File: config.mk
export PLATFORM = sky130hd
export DESIGN_NAME = cigar_ref_to_read_mapper_flat
export DESIGN_NICKNAME = d
export VERILOG_FILES = /design/src/rtl/crm_pkg.sv /design/src/rtl/crm_if.sv /design/src/rtl/crm_step.sv /design/src/rtl/cigar_ref_to_read_mapper.sv /design/src/flat_wrapper.sv
export SDC_FILE = /design/constraint.sdc
export NUM_CORES = 2
export LEC_CHECK = 0
export BUFFER_PORTS_ARGS = -buffer_cell sky130_fd_sc_hd__buf_2
export CAP_MARGIN = 20
export CORE_UTILIZATION = 55
export DETAILED_ROUTE_END_ITERATION = 7
export HOLD_SLACK_MARGIN = 0.06
export PLACE_DENSITY = 0.74
export SLEW_MARGIN = 10
export SYNTH_ARGS = -nofsm -noshare
export SYNTH_HDL_FRONTEND = slang
export SYNTH_SLANG_ARGS = --single-unit
export TNS_END_PERCENT = 10
File: constraint.sdc
create_clock -name clk -period 33.8 [get_ports clk]
set_input_delay 1.69 -clock clk [delete_from_list [all_inputs] [get_ports clk]]
set_output_delay 1.69 -clock clk [all_outputs]
set_load 0.01 [all_outputs]
File: src/rtl/crm_pkg.sv
// ----------------------------------------------------------------------------
// crm_pkg
// Shared widths, operation codes, flag struct and kind decoding for the
// CIGAR reference-to-read mapper.
// ----------------------------------------------------------------------------
package crm_pkg;

  // Fixed widths of the channel fields
  localparam int LEN_W  = 28;
  localparam int KIND_W = 4;
  localparam int POS_W  = 31;

  // CIGAR operation codes
  localparam logic [KIND_W-1:0] KIND_M  = 4'd0;
  localparam logic [KIND_W-1:0] KIND_I  = 4'd1;
  localparam logic [KIND_W-1:0] KIND_D  = 4'd2;
  localparam logic [KIND_W-1:0] KIND_N  = 4'd3;
  localparam logic [KIND_W-1:0] KIND_S  = 4'd4;
  localparam logic [KIND_W-1:0] KIND_H  = 4'd5;
  localparam logic [KIND_W-1:0] KIND_P  = 4'd6;
  localparam logic [KIND_W-1:0] KIND_EQ = 4'd7;
  localparam logic [KIND_W-1:0] KIND_X  = 4'd8;

  // Record flags carried between the state registers and the step logic
  typedef struct packed {
    logic answer_fixed;
    logic overflow_seen;
  } crm_flags_t;

  // How one operation moves the offsets
  typedef struct packed {
    logic is_match;
    logic adv_ref;
    logic adv_read;
  } crm_move_t;

  function automatic crm_move_t decode_kind(input logic [KIND_W-1:0] kind);
    crm_move_t mv;
    mv = '0;
    unique case (kind)
      KIND_M, KIND_EQ, KIND_X: begin
        mv.is_match = 1'b1;
        mv.adv_ref  = 1'b1;
        mv.adv_read = 1'b1;
      end
      KIND_D, KIND_N: mv.adv_ref = 1'b1;
      KIND_I, KIND_S: mv.adv_read = 1'b1;
      // H, P and unused codes move neither offset
      default: mv = '0;
    endcase
    return mv;
  endfunction

endpackage

File: src/rtl/crm_if.sv
// ----------------------------------------------------------------------------
// crm_if
// Valid/ready channels of the mapper: operation items in, results out.
// ----------------------------------------------------------------------------
interface crm_in_if;
  logic                        valid;
  logic                        ready;
  logic [crm_pkg::LEN_W-1:0]   op_length;
  logic [crm_pkg::KIND_W-1:0]  op_kind;
  logic                        first_op;
  logic                        last_op;
  logic [crm_pkg::POS_W-1:0]   read_start;
  logic [crm_pkg::POS_W-1:0]   query_pos;

  modport source (
    output valid, op_length, op_kind, first_op, last_op, read_start, query_pos,
    input  ready
  );
  modport sink (
    input  valid, op_length, op_kind, first_op, last_op, read_start, query_pos,
    output ready
  );
endinterface

interface crm_out_if;
  logic                        valid;
  logic                        ready;
  logic [crm_pkg::POS_W-1:0]   ref_end;
  logic [crm_pkg::POS_W-1:0]   read_offset;
  logic                        saturated;

  modport source (output valid, ref_end, read_offset, saturated, input ready);
  modport sink   (input valid, ref_end, read_offset, saturated, output ready);
endinterface

File: src/rtl/crm_step.sv
// ----------------------------------------------------------------------------
// crm_step
// Next-state and result logic for one CIGAR operation: saturating offset
// sums, query crossing detection and read offset extrapolation.
// ----------------------------------------------------------------------------
module crm_step #(
  parameter int POS_BITS = 31
) (
  // operation
  input  logic [crm_pkg::LEN_W-1:0]  op_length,
  input  logic [crm_pkg::KIND_W-1:0] op_kind,
  input  logic                       first_op,
  input  logic                       last_op,
  input  logic [crm_pkg::POS_W-1:0]  read_start,
  input  logic [crm_pkg::POS_W-1:0]  query_pos,
  // current state
  input  logic [POS_BITS-1:0]        ref_cur,
  input  logic [POS_BITS-1:0]        read_cur,
  input  logic [POS_BITS-1:0]        prior_ref,
  input  logic [POS_BITS-1:0]        prior_read,
  input  logic [POS_BITS-1:0]        end_sum,
  input  logic [POS_BITS-1:0]        query_hold,
  input  logic [POS_BITS-1:0]        answer_hold,
  input  crm_pkg::crm_flags_t        flags,
  // next state
  output logic [POS_BITS-1:0]        ref_cur_nxt,
  output logic [POS_BITS-1:0]        read_cur_nxt,
  output logic [POS_BITS-1:0]        prior_ref_nxt,
  output logic [POS_BITS-1:0]        prior_read_nxt,
  output logic [POS_BITS-1:0]        end_sum_nxt,
  output logic [POS_BITS-1:0]        query_hold_nxt,
  output logic [POS_BITS-1:0]        answer_hold_nxt,
  output crm_pkg::crm_flags_t        flags_nxt,
  // result fields
  output logic [crm_pkg::POS_W-1:0]  res_ref_end,
  output logic [crm_pkg::POS_W-1:0]  res_read_offset,
  output logic                       res_saturated
);

  // addend width covers both op lengths and position differences
  localparam int ADD_W = (POS_BITS > crm_pkg::LEN_W) ? POS_BITS : crm_pkg::LEN_W;
  localparam int SUM_W = ADD_W + 1;
  // width at which a raw input position is compared against the limit
  localparam int CLP_W = (POS_BITS > crm_pkg::POS_W) ? POS_BITS : crm_pkg::POS_W;
  localparam logic [POS_BITS-1:0] POS_MAX = '1;

  // Clamp an input position to the positive limit
  function automatic logic [POS_BITS-1:0] clamp_pos(input logic [crm_pkg::POS_W-1:0] x);
    logic [CLP_W-1:0] xw;
    xw = CLP_W'(x);
    if (xw > CLP_W'(POS_MAX)) return POS_MAX;
    return xw[POS_BITS-1:0];
  endfunction

  // Saturating add: top bit flags that the sum reached the limit
  function automatic logic [POS_BITS:0] sat_add(input logic [POS_BITS-1:0] a,
                                                input logic [ADD_W-1:0]    b);
    logic [SUM_W-1:0] s;
    s = SUM_W'(a) + SUM_W'(b);
    if (s >= SUM_W'(POS_MAX)) return {1'b1, POS_MAX};
    return {1'b0, s[POS_BITS-1:0]};
  endfunction

  // Read offset extrapolated from the last position at or before the query
  function automatic logic [POS_BITS:0] extrapolate(input logic [POS_BITS-1:0] q,
                                                    input logic [POS_BITS-1:0] pr,
                                                    input logic [POS_BITS-1:0] prd);
    logic [POS_BITS-1:0] d;
    d = (q >= pr) ? (q - pr) : '0;
    return sat_add(prd, ADD_W'(d));
  endfunction

  crm_pkg::crm_move_t  mv;
  logic [POS_BITS-1:0] start_c;
  logic [POS_BITS-1:0] query_c;
  logic [ADD_W-1:0]    len_w;
  logic                ovf_end;
  logic                ovf_ref;
  logic                ovf_read;
  logic                ovf_cross;
  logic                ovf_last;

  assign mv      = crm_pkg::decode_kind(op_kind);
  assign start_c = clamp_pos(read_start);
  assign query_c = clamp_pos(query_pos);
  assign len_w   = ADD_W'(op_length);

  // Walk the operation through the record state
  always_comb begin
    ref_cur_nxt     = ref_cur;
    read_cur_nxt    = read_cur;
    prior_ref_nxt   = prior_ref;
    prior_read_nxt  = prior_read;
    end_sum_nxt     = end_sum;
    query_hold_nxt  = query_hold;
    answer_hold_nxt = answer_hold;
    flags_nxt       = flags;
    ovf_end         = 1'b0;
    ovf_ref         = 1'b0;
    ovf_read        = 1'b0;
    ovf_cross       = 1'b0;
    ovf_last        = 1'b0;

    // load a new record
    if (first_op) begin
      query_hold_nxt          = query_c;
      ref_cur_nxt             = start_c;
      prior_ref_nxt           = start_c;
      end_sum_nxt             = start_c;
      read_cur_nxt            = '0;
      prior_read_nxt          = '0;
      flags_nxt.overflow_seen = 1'b0;
      flags_nxt.answer_fixed  = start_c > query_c;
      answer_hold_nxt         = '0;
    end

    // reference end keeps counting after the answer is settled
    if (mv.adv_ref) begin
      {ovf_end, end_sum_nxt} = sat_add(end_sum_nxt, len_w);
    end

    // advance cursors until the query is passed
    if (!flags_nxt.answer_fixed) begin
      if (mv.adv_ref) begin
        {ovf_ref, ref_cur_nxt} = sat_add(ref_cur_nxt, len_w);
      end
      if (mv.adv_read) begin
        {ovf_read, read_cur_nxt} = sat_add(read_cur_nxt, len_w);
      end
      if (ref_cur_nxt > query_hold_nxt) begin
        flags_nxt.answer_fixed = 1'b1;
        if (mv.is_match) begin
          {ovf_cross, answer_hold_nxt} =
            extrapolate(query_hold_nxt, prior_ref_nxt, prior_read_nxt);
        end else begin
          answer_hold_nxt = prior_read_nxt;
        end
      end else begin
        prior_ref_nxt  = ref_cur_nxt;
        prior_read_nxt = read_cur_nxt;
      end
    end

    // query past the end: extrapolate from the final position
    if (last_op && !flags_nxt.answer_fixed) begin
      {ovf_last, answer_hold_nxt} =
        extrapolate(query_hold_nxt, prior_ref_nxt, prior_read_nxt);
    end

    flags_nxt.overflow_seen = flags_nxt.overflow_seen | ovf_end | ovf_ref |
                              ovf_read | ovf_cross | ovf_last;
  end

  assign res_ref_end     = crm_pkg::POS_W'(end_sum_nxt);
  assign res_read_offset = crm_pkg::POS_W'(answer_hold_nxt);
  assign res_saturated   = flags_nxt.overflow_seen;

endmodule

File: src/rtl/cigar_ref_to_read_mapper.sv
// ----------------------------------------------------------------------------
// cigar_ref_to_read_mapper
// Translates a queried reference position to a read offset while walking
// one alignment's CIGAR operations, and reports the reference end.
// ----------------------------------------------------------------------------
// Usage:
//   in_if  carries one CIGAR operation per item (length, kind, first/last
//          marks; read start and query position are taken with first_op).
//   out_if carries one result item per record, produced by the operation
//          that has last_op set: reference end, read offset, saturation flag.
//   An accepted operation is captured in the input register, is applied to
//   the record state as it leaves it, and its result lands in the output
//   register. Throughput is one operation per cycle while no last operation
//   waits on the receiver; the running reference offset that the next
//   operation needs is updated as each operation leaves the input register.
//   Operations without last_op never wait for the receiver. When the
//   receiver stalls with a result pending, a last operation holds in the
//   input register and in_if.ready drops until the result is taken.
//   Reset (rst_n low, synchronous) empties both registers and clears the
//   record state, so operations that arrive before any first_op act as a
//   record with start 0 and query 0.
//   POSITION_BITS sets the saturation limit 2^POSITION_BITS - 1 of all sums.
// ----------------------------------------------------------------------------
module cigar_ref_to_read_mapper #(
  parameter int POSITION_BITS = 31
) (
  input  logic        clk,
  input  logic        rst_n,
  crm_in_if.sink      in_if,
  crm_out_if.source   out_if
);

  // input register
  logic                        in_v_r;
  logic [crm_pkg::LEN_W-1:0]   len_r;
  logic [crm_pkg::KIND_W-1:0]  kind_r;
  logic                        first_r;
  logic                        last_r;
  logic [crm_pkg::POS_W-1:0]   start_r;
  logic [crm_pkg::POS_W-1:0]   query_r;

  // record state
  logic [POSITION_BITS-1:0] ref_cur_r,     ref_cur_nxt;
  logic [POSITION_BITS-1:0] read_cur_r,    read_cur_nxt;
  logic [POSITION_BITS-1:0] prior_ref_r,   prior_ref_nxt;
  logic [POSITION_BITS-1:0] prior_read_r,  prior_read_nxt;
  logic [POSITION_BITS-1:0] end_sum_r,     end_sum_nxt;
  logic [POSITION_BITS-1:0] query_hold_r,  query_hold_nxt;
  logic [POSITION_BITS-1:0] answer_hold_r, answer_hold_nxt;
  crm_pkg::crm_flags_t      flags_r,       flags_nxt;

  // output register
  logic                      out_v_r;
  logic [crm_pkg::POS_W-1:0] ref_end_r;
  logic [crm_pkg::POS_W-1:0] read_offset_r;
  logic                      saturated_r;

  logic [crm_pkg::POS_W-1:0] res_ref_end;
  logic [crm_pkg::POS_W-1:0] res_read_offset;
  logic                      res_saturated;
  logic                      advance;

  // Move the held item on unless it carries a result that cannot be placed
  assign advance     = in_v_r && (!last_r || !out_v_r || out_if.ready);
  assign in_if.ready = !in_v_r || advance;

  // Capture accepted items
  always_ff @(posedge clk) begin
    if (!rst_n) begin
      in_v_r <= 1'b0;
    end else if (in_if.ready) begin
      in_v_r <= in_if.valid;
    end
  end

  always_ff @(posedge clk) begin
    if (in_if.ready && in_if.valid) begin
      len_r   <= in_if.op_length;
      kind_r  <= in_if.op_kind;
      first_r <= in_if.first_op;
      last_r  <= in_if.last_op;
      start_r <= in_if.read_start;
      query_r <= in_if.query_pos;
    end
  end

  crm_step #(
    .POS_BITS (POSITION_BITS)
  ) u_step (
    .op_length       (len_r),
    .op_kind         (kind_r),
    .first_op        (first_r),
    .last_op         (last_r),
    .read_start      (start_r),
    .query_pos       (query_r),
    .ref_cur         (ref_cur_r),
    .read_cur        (read_cur_r),
    .prior_ref       (prior_ref_r),
    .prior_read      (prior_read_r),
    .end_sum         (end_sum_r),
    .query_hold      (query_hold_r),
    .answer_hold     (answer_hold_r),
    .flags           (flags_r),
    .ref_cur_nxt     (ref_cur_nxt),
    .read_cur_nxt    (read_cur_nxt),
    .prior_ref_nxt   (prior_ref_nxt),
    .prior_read_nxt  (prior_read_nxt),
    .end_sum_nxt     (end_sum_nxt),
    .query_hold_nxt  (query_hold_nxt),
    .answer_hold_nxt (answer_hold_nxt),
    .flags_nxt       (flags_nxt),
    .res_ref_end     (res_ref_end),
    .res_read_offset (res_read_offset),
    .res_saturated   (res_saturated)
  );

  // Commit the record state as each item leaves the input register
  always_ff @(posedge clk) begin
    if (!rst_n) begin
      ref_cur_r     <= '0;
      read_cur_r    <= '0;
      prior_ref_r   <= '0;
      prior_read_r  <= '0;
      end_sum_r     <= '0;
      query_hold_r  <= '0;
      answer_hold_r <= '0;
      flags_r       <= '0;
    end else if (advance) begin
      ref_cur_r     <= ref_cur_nxt;
      read_cur_r    <= read_cur_nxt;
      prior_ref_r   <= prior_ref_nxt;
      prior_read_r  <= prior_read_nxt;
      end_sum_r     <= end_sum_nxt;
      query_hold_r  <= query_hold_nxt;
      answer_hold_r <= answer_hold_nxt;
      flags_r       <= flags_nxt;
    end
  end

  // Load a result on the last operation, drop it once taken
  always_ff @(posedge clk) begin
    if (!rst_n) begin
      out_v_r <= 1'b0;
    end else if (advance && last_r) begin
      out_v_r <= 1'b1;
    end else if (out_if.ready) begin
      out_v_r <= 1'b0;
    end
  end

  always_ff @(posedge clk) begin
    if (advance && last_r) begin
      ref_end_r     <= res_ref_end;
      read_offset_r <= res_read_offset;
      saturated_r   <= res_saturated;
    end
  end

  assign out_if.valid       = out_v_r;
  assign out_if.ref_end     = ref_end_r;
  assign out_if.read_offset = read_offset_r;
  assign out_if.saturated   = saturated_r;

  // An open answer means the reference cursor has not passed the query
  a_cursor_before_query: assert property (
    @(posedge clk) disable iff (!rst_n)
    !flags_r.answer_fixed |-> (ref_cur_r <= query_hold_r)
  ) else $error("reference cursor past query while answer still open");

  // An operation without last mark never creates or removes a result
  a_no_result_from_middle: assert property (
    @(posedge clk) disable iff (!rst_n)
    (advance && !last_r) |=> (out_v_r == $past(out_v_r && !out_if.ready))
  ) else $error("result appeared or vanished on a non-last operation");

  // An empty input register always takes an item
  a_empty_takes_item: assert property (
    @(posedge clk) disable iff (!rst_n)
    !in_v_r |-> in_if.ready
  ) else $error("input register empty but not ready");

endmodule
File: src/flat_wrapper.sv
// flat-port wrapper written by rule: the top's interface ports become plain ports
module cigar_ref_to_read_mapper_flat 
#(
  parameter int POSITION_BITS = 31
)
  (clk, rst_n, in_if_valid, in_if_op_length, in_if_op_kind, in_if_first_op, in_if_last_op, in_if_read_start, in_if_query_pos, in_if_ready, out_if_valid, out_if_ref_end, out_if_read_offset, out_if_saturated, out_if_ready);
  crm_in_if in_if_i ();
  crm_out_if out_if_i ();
  input  logic clk;
  input  logic rst_n;
  input wire logic [$bits(in_if_i.valid)-1:0] in_if_valid;
  input wire logic [$bits(in_if_i.op_length)-1:0] in_if_op_length;
  input wire logic [$bits(in_if_i.op_kind)-1:0] in_if_op_kind;
  input wire logic [$bits(in_if_i.first_op)-1:0] in_if_first_op;
  input wire logic [$bits(in_if_i.last_op)-1:0] in_if_last_op;
  input wire logic [$bits(in_if_i.read_start)-1:0] in_if_read_start;
  input wire logic [$bits(in_if_i.query_pos)-1:0] in_if_query_pos;
  output wire logic [$bits(in_if_i.ready)-1:0] in_if_ready;
  output wire logic [$bits(out_if_i.valid)-1:0] out_if_valid;
  output wire logic [$bits(out_if_i.ref_end)-1:0] out_if_ref_end;
  output wire logic [$bits(out_if_i.read_offset)-1:0] out_if_read_offset;
  output wire logic [$bits(out_if_i.saturated)-1:0] out_if_saturated;
  input wire logic [$bits(out_if_i.ready)-1:0] out_if_ready;
  assign in_if_i.valid = in_if_valid;
  assign in_if_i.op_length = in_if_op_length;
  assign in_if_i.op_kind = in_if_op_kind;
  assign in_if_i.first_op = in_if_first_op;
  assign in_if_i.last_op = in_if_last_op;
  assign in_if_i.read_start = in_if_read_start;
  assign in_if_i.query_pos = in_if_query_pos;
  assign in_if_ready = in_if_i.ready;
  assign out_if_valid = out_if_i.valid;
  assign out_if_ref_end = out_if_i.ref_end;
  assign out_if_read_offset = out_if_i.read_offset;
  assign out_if_saturated = out_if_i.saturated;
  assign out_if_i.ready = out_if_ready;
  cigar_ref_to_read_mapper #(.POSITION_BITS(POSITION_BITS)) u_core (.clk(clk), .rst_n(rst_n), .in_if(in_if_i), .out_if(out_if_i));
endmodule
==> metrics.md <==
| Metric | Value |
|---|---|
| Outcome | completed |
| Final setup fails | 0 |
| Leakage power total | 14.4 nW |
| Top cells by area, synth | sky130_fd_sc_hd__edfxtp_1 16%, sky130_fd_sc_hd__dfxtp_1 14%, sky130_fd_sc_hd__ha_1 11% |
| Die outline area | about 0.056 sq mm |
| Final critical-path share of the clock period | roughly 48% |
| Path class of the lowest-slack min-delay path | reg -> reg |
| Headroom to the max-slew limit | approximately 26% |
| Cell occurring most often along the worst timing path | sky130_fd_sc_hd__o21ai_0 |
| Synth Area per Inst | 8.09 sq um |
| Seq/Total Area, Yosys | a little under a third |
| Number of warnings issued by yosys | 0 |
| Port Buf Inserts | about 160 |
| Mapped Area | about 0.031 sq mm |
| Source-to-sink clock delay at the later pin of the worst-skew pair | 0.62 ns |
| Cell variety after synth | 89 |
| Critical hold path startpoint | u_core.read_cur_r[0] |
| Launching point of the worst reg2reg path | u_core.first_r |
| Number of buffers added to fix hold violations after cts | 0 |
| Setup repair after global routing missed its margin | no |
| Dominant cell type by area after synthesis | sky130_fd_sc_hd__edfxtp_1 |
| Aggregate global-route resource usage | 37.1% |
| Area added between synthesis and finish | 9.47% |
| Core Rows | 85 |
| Summed negative setup slack over all endpoints | 0 ns |
| Core occupancy in the finished layout | roughly 61% |
| Total global routing overflow | 0 |
| Clock tree from TritonCTS | yes |
| Clock Skews | 0.0380 ns |
| Share of Yosys cell area claimed by the top area cell type | between 10% and 20% |
| Worst hold path endpoint | u_core.read_cur_r[0] |
| Data required, critical path | ~34 ns |
| Initial core utilization | approximately 56% |
| Prevailing post-synth register cell | sky130_fd_sc_hd__dfxtp_1 |
| Clock slew at reported path FFs | approximately 0.07 ns |
| Number of global-route vias before repair | around 27,000 |
| Max Cap Violations | 0 |
| PD cells | about 54 mW/mm^2 |
| Max clock buf depth | 3 |
| Core region area | between 0.05 and 0.06 sq mm |
| Max Freq | 61.7 MHz |
| Number of failing hold endpoints at the final stage | 0 |
| Filler instances | 4,906 |
| Kind of capture point of the worst setup path | flip-flop |
| Sinks on the clock net | between 300 and 400 |
| Peak supply drop | between 0.00004 and 0.00005 V |
| Count of nets left with antenna violations after detail routing | 0 |
| Largest fanout on the critical path | 170 |
| Final wirelength | approximately 110,000 microns |
| HPWL after DPL | between 80,000 and 90,000 microns |
| Largest net degree at the start of global routing | around 170 |
| Async SR Flop Fraction | 0% |
| Number of placed I/O pins | 165 |
| Fraction of layout instances using a drive strength above 1 | 9.61% |
| Die height | ~240 microns |
| Number of synthesized register bits | 380 |
| Clock Root Buffer | sky130_fd_sc_hd__clkbuf_16 |
| Iter 0 DRT Violations | around 3,600 |
| Wire length of the first global-routing pass | roughly 160,000 microns |
| Routed wirelength normalized by instance count | 23.3 microns |
| Number of enable-type register cells in the synthesized netlist | 159 |
| Synthesized instance count | about 3,800 |
| H-Tree Depth | 2 |
| Final-report max-slew violation count | 0 |
| Actual transition at the worst max-transition pin | between 1 and 1.5 ns |
| Worst setup path startpoint | u_core.first_r |
| Arrival time of the worst setup path | 16.74 ns |
| Post-cts repair resize count | 0 |
| Weighted congestion reported at the end of routability-driven placement | approximately 1.1 |
| Buffer count from post-CTS setup fixing | 0 |
| Count of TritonRoute iterations in the first routing pass | 6 |
| # DRC | 0 |
| Net count after synthesis | between 4,000 and 5,000 |
| Worst Hold Depth | 2 |
| Number of buffers inserted during clock tree synthesis | 45 |
| Number of antenna violations at the first check in global routing | 1 |
| Worst Reg-to-Reg Cells | 57 |
| Min Clock Period, post-route | between 15 and 20 ns |
| DR vias/cell | between 6 and 7 |
| CP max stage cell | sky130_fd_sc_hd__nand2_1 |
| Detailed-route via count | roughly 30,000 |
| Storage cell area | approximately 0.0092 sq mm |
| Chip width | around 240 microns |
| Reg2Reg Capture Point | u_core.answer_hold_r[26] |
| Type of element launching the critical path | flip-flop |
| Worst setup slack for register-to-register paths | about 18 ns |
| Area of the multi-input gates | around 0.020 sq mm |
| Nets | approximately 4,200 |
| Delay of the slowest cell on the worst path | approximately 0.8 ns |
| Kind of critical path | reg -> reg |
==> cell usage in the layout, fill, tap and decap left out, drive strengths merged, types with 28 or more instances in the layout <==
cell type and instances:
o21bai 33, mux2i 83, a31oi 68, and2 37, a211oi 94, nand2 355, o21a 47, nor3 68
nor4 30, a21o 91, or3 29, a21oi 307, nand2b 29, nor2b 85, o31ai 39, nand3 84
o22a 28, xnor2 107, dfxtp 221, edfxtp 159, nand4 45, buf 207, nor2 330, xor2 61
and3 29, ha 269, clkbuf 60, inv 228, mux2 29, o21ai 289
==> power by group <==
part           switching, mW  internal (mW)
logic                  0.504          0.271
registers             0.0240          0.512
clock network          0.215          0.294
total                  0.743           1.08
==> critical path: cells and delay by family (launching register included) <==
kind / cells / cell delay [ns]
AND/OR/NAND/NOR: 19 / 5.97
adder cells (fa/ha/maj): 5 / 1.59
XOR/XNOR: 1 / 0.19
flip-flops: 1 / 0.52
buffers and inverters: 5 / 1.14
AO/OA/AOI/OAI: 27 / 6.48
==> area by class of cell <==
type                       count  area share, %
antenna                        2         0.0150
inverter                     222           2.50
clock buffer                  59           3.74
sequential                   380           27.5
tap                          739           2.77
multi-input combinational   2955           59.2
timing repair buffer         208           3.49
clock inverter                25          0.786
==> synth_stat cells, types with 29 or more instances <==
cell type,n
sky130_fd_sc_hd__nand2_1,355
sky130_fd_sc_hd__nor2_1,330
sky130_fd_sc_hd__a21oi_1,306
sky130_fd_sc_hd__o21ai_0,280
sky130_fd_sc_hd__ha_1,269
sky130_fd_sc_hd__inv_1,222
sky130_fd_sc_hd__dfxtp_1,221
sky130_fd_sc_hd__clkbuf_1,190
sky130_fd_sc_hd__edfxtp_1,159
sky130_fd_sc_hd__xnor2_1,106
sky130_fd_sc_hd__a211oi_1,94
sky130_fd_sc_hd__a21o_1,91
sky130_fd_sc_hd__nor2b_1,85
sky130_fd_sc_hd__nand3_1,84
sky130_fd_sc_hd__mux2i_1,83
sky130_fd_sc_hd__a31oi_1,67
sky130_fd_sc_hd__nor3_1,67
sky130_fd_sc_hd__xor2_1,61
sky130_fd_sc_hd__o21a_1,46
sky130_fd_sc_hd__nand4_1,45
sky130_fd_sc_hd__o31ai_1,38
sky130_fd_sc_hd__and2_1,37
sky130_fd_sc_hd__o21bai_1,33
sky130_fd_sc_hd__and3_1,29
sky130_fd_sc_hd__mux2_2,29
sky130_fd_sc_hd__nand2b_1,29
sky130_fd_sc_hd__nor4_1,29
==> worst max-delay path by stage <==
stage | cells after the start | slack (ns) | to
5_1_grt | 57 | 16.41 | u_core.answer_hold_r[26]
4_1_cts | 56 | 17.90 | u_core.out_if.read_offset[20]
2_1_floorplan | 65 | 19.77 | u_core.answer_hold_r[10]
6_report | 57 | 17.60 | u_core.answer_hold_r[26]
3_3_place_gp | 56 | 18.39 | u_core.out_if.read_offset[20]
3_5_place_dp | 56 | 18.01 | u_core.out_if.read_offset[20]
==> cells by family (layout without fill, tap and decap cells) <==
| family | count (synthesis) | count (layout) | synth area share (%) |
|---|---|---|---|
| compound gates | 1206 | 1206 | 25.6 |
| xor+xnor | 168 | 168 | 4.84 |
| fa+ha+maj | 280 | 280 | 11.6 |
| buf+inv | 438 | 514 | 5.51 |
| flops | 380 | 380 | 30.1 |
| mux | 112 | 112 | 3.79 |
| other cells | 0 | 2 | 0 |
| simple gates | 1189 | 1189 | 18.5 |
==> through the flow <==
step	instance area (sq um)	hold slack [ns]	worst slack [ns]	cells	total power, mW
2_1_floorplan	30500	0.417	19.77	3773	1.07
3_3_place_gp	31900	0.428	18.39	4500	1.28
3_5_place_dp	31900	0.439	18.01	4501	1.29
4_1_cts	33400	0.447	17.90	4585	1.79
5_1_grt	33400	0.472	16.41	4588	1.90
6_report	33400	0.447	17.60	4590	1.82
==> sequential cells by signal (all words and copies together) (netlist names) <==
name	count
u_core.answer_hold_r	31
u_core.end_sum_r	31
u_core.first_r	1
u_core.flags_r	2
u_core.in_v_r	1
u_core.kind_r	4
u_core.last_r	1
u_core.len_r	28
u_core.out_if.read_offset	31
u_core.out_if.ref_end	31
u_core.out_if.saturated	1
u_core.out_if.valid	1
u_core.prior_read_r	31
u_core.prior_ref_r	31
u_core.query_hold_r	31
u_core.query_r	31
u_core.read_cur_r	31
u_core.ref_cur_r	31
u_core.start_r	31
==> per-layer routing <==
layer	vias up	GRT usage (%)	wire, microns
met3	298	6.62	10800
met5	-	0	0
li1	13900	-	-
met4	0	20.1	6390
met1	13700	50.3	44600
met2	1574	56.0	45400
No activity file was read; power rests on OpenSTA's default activity.
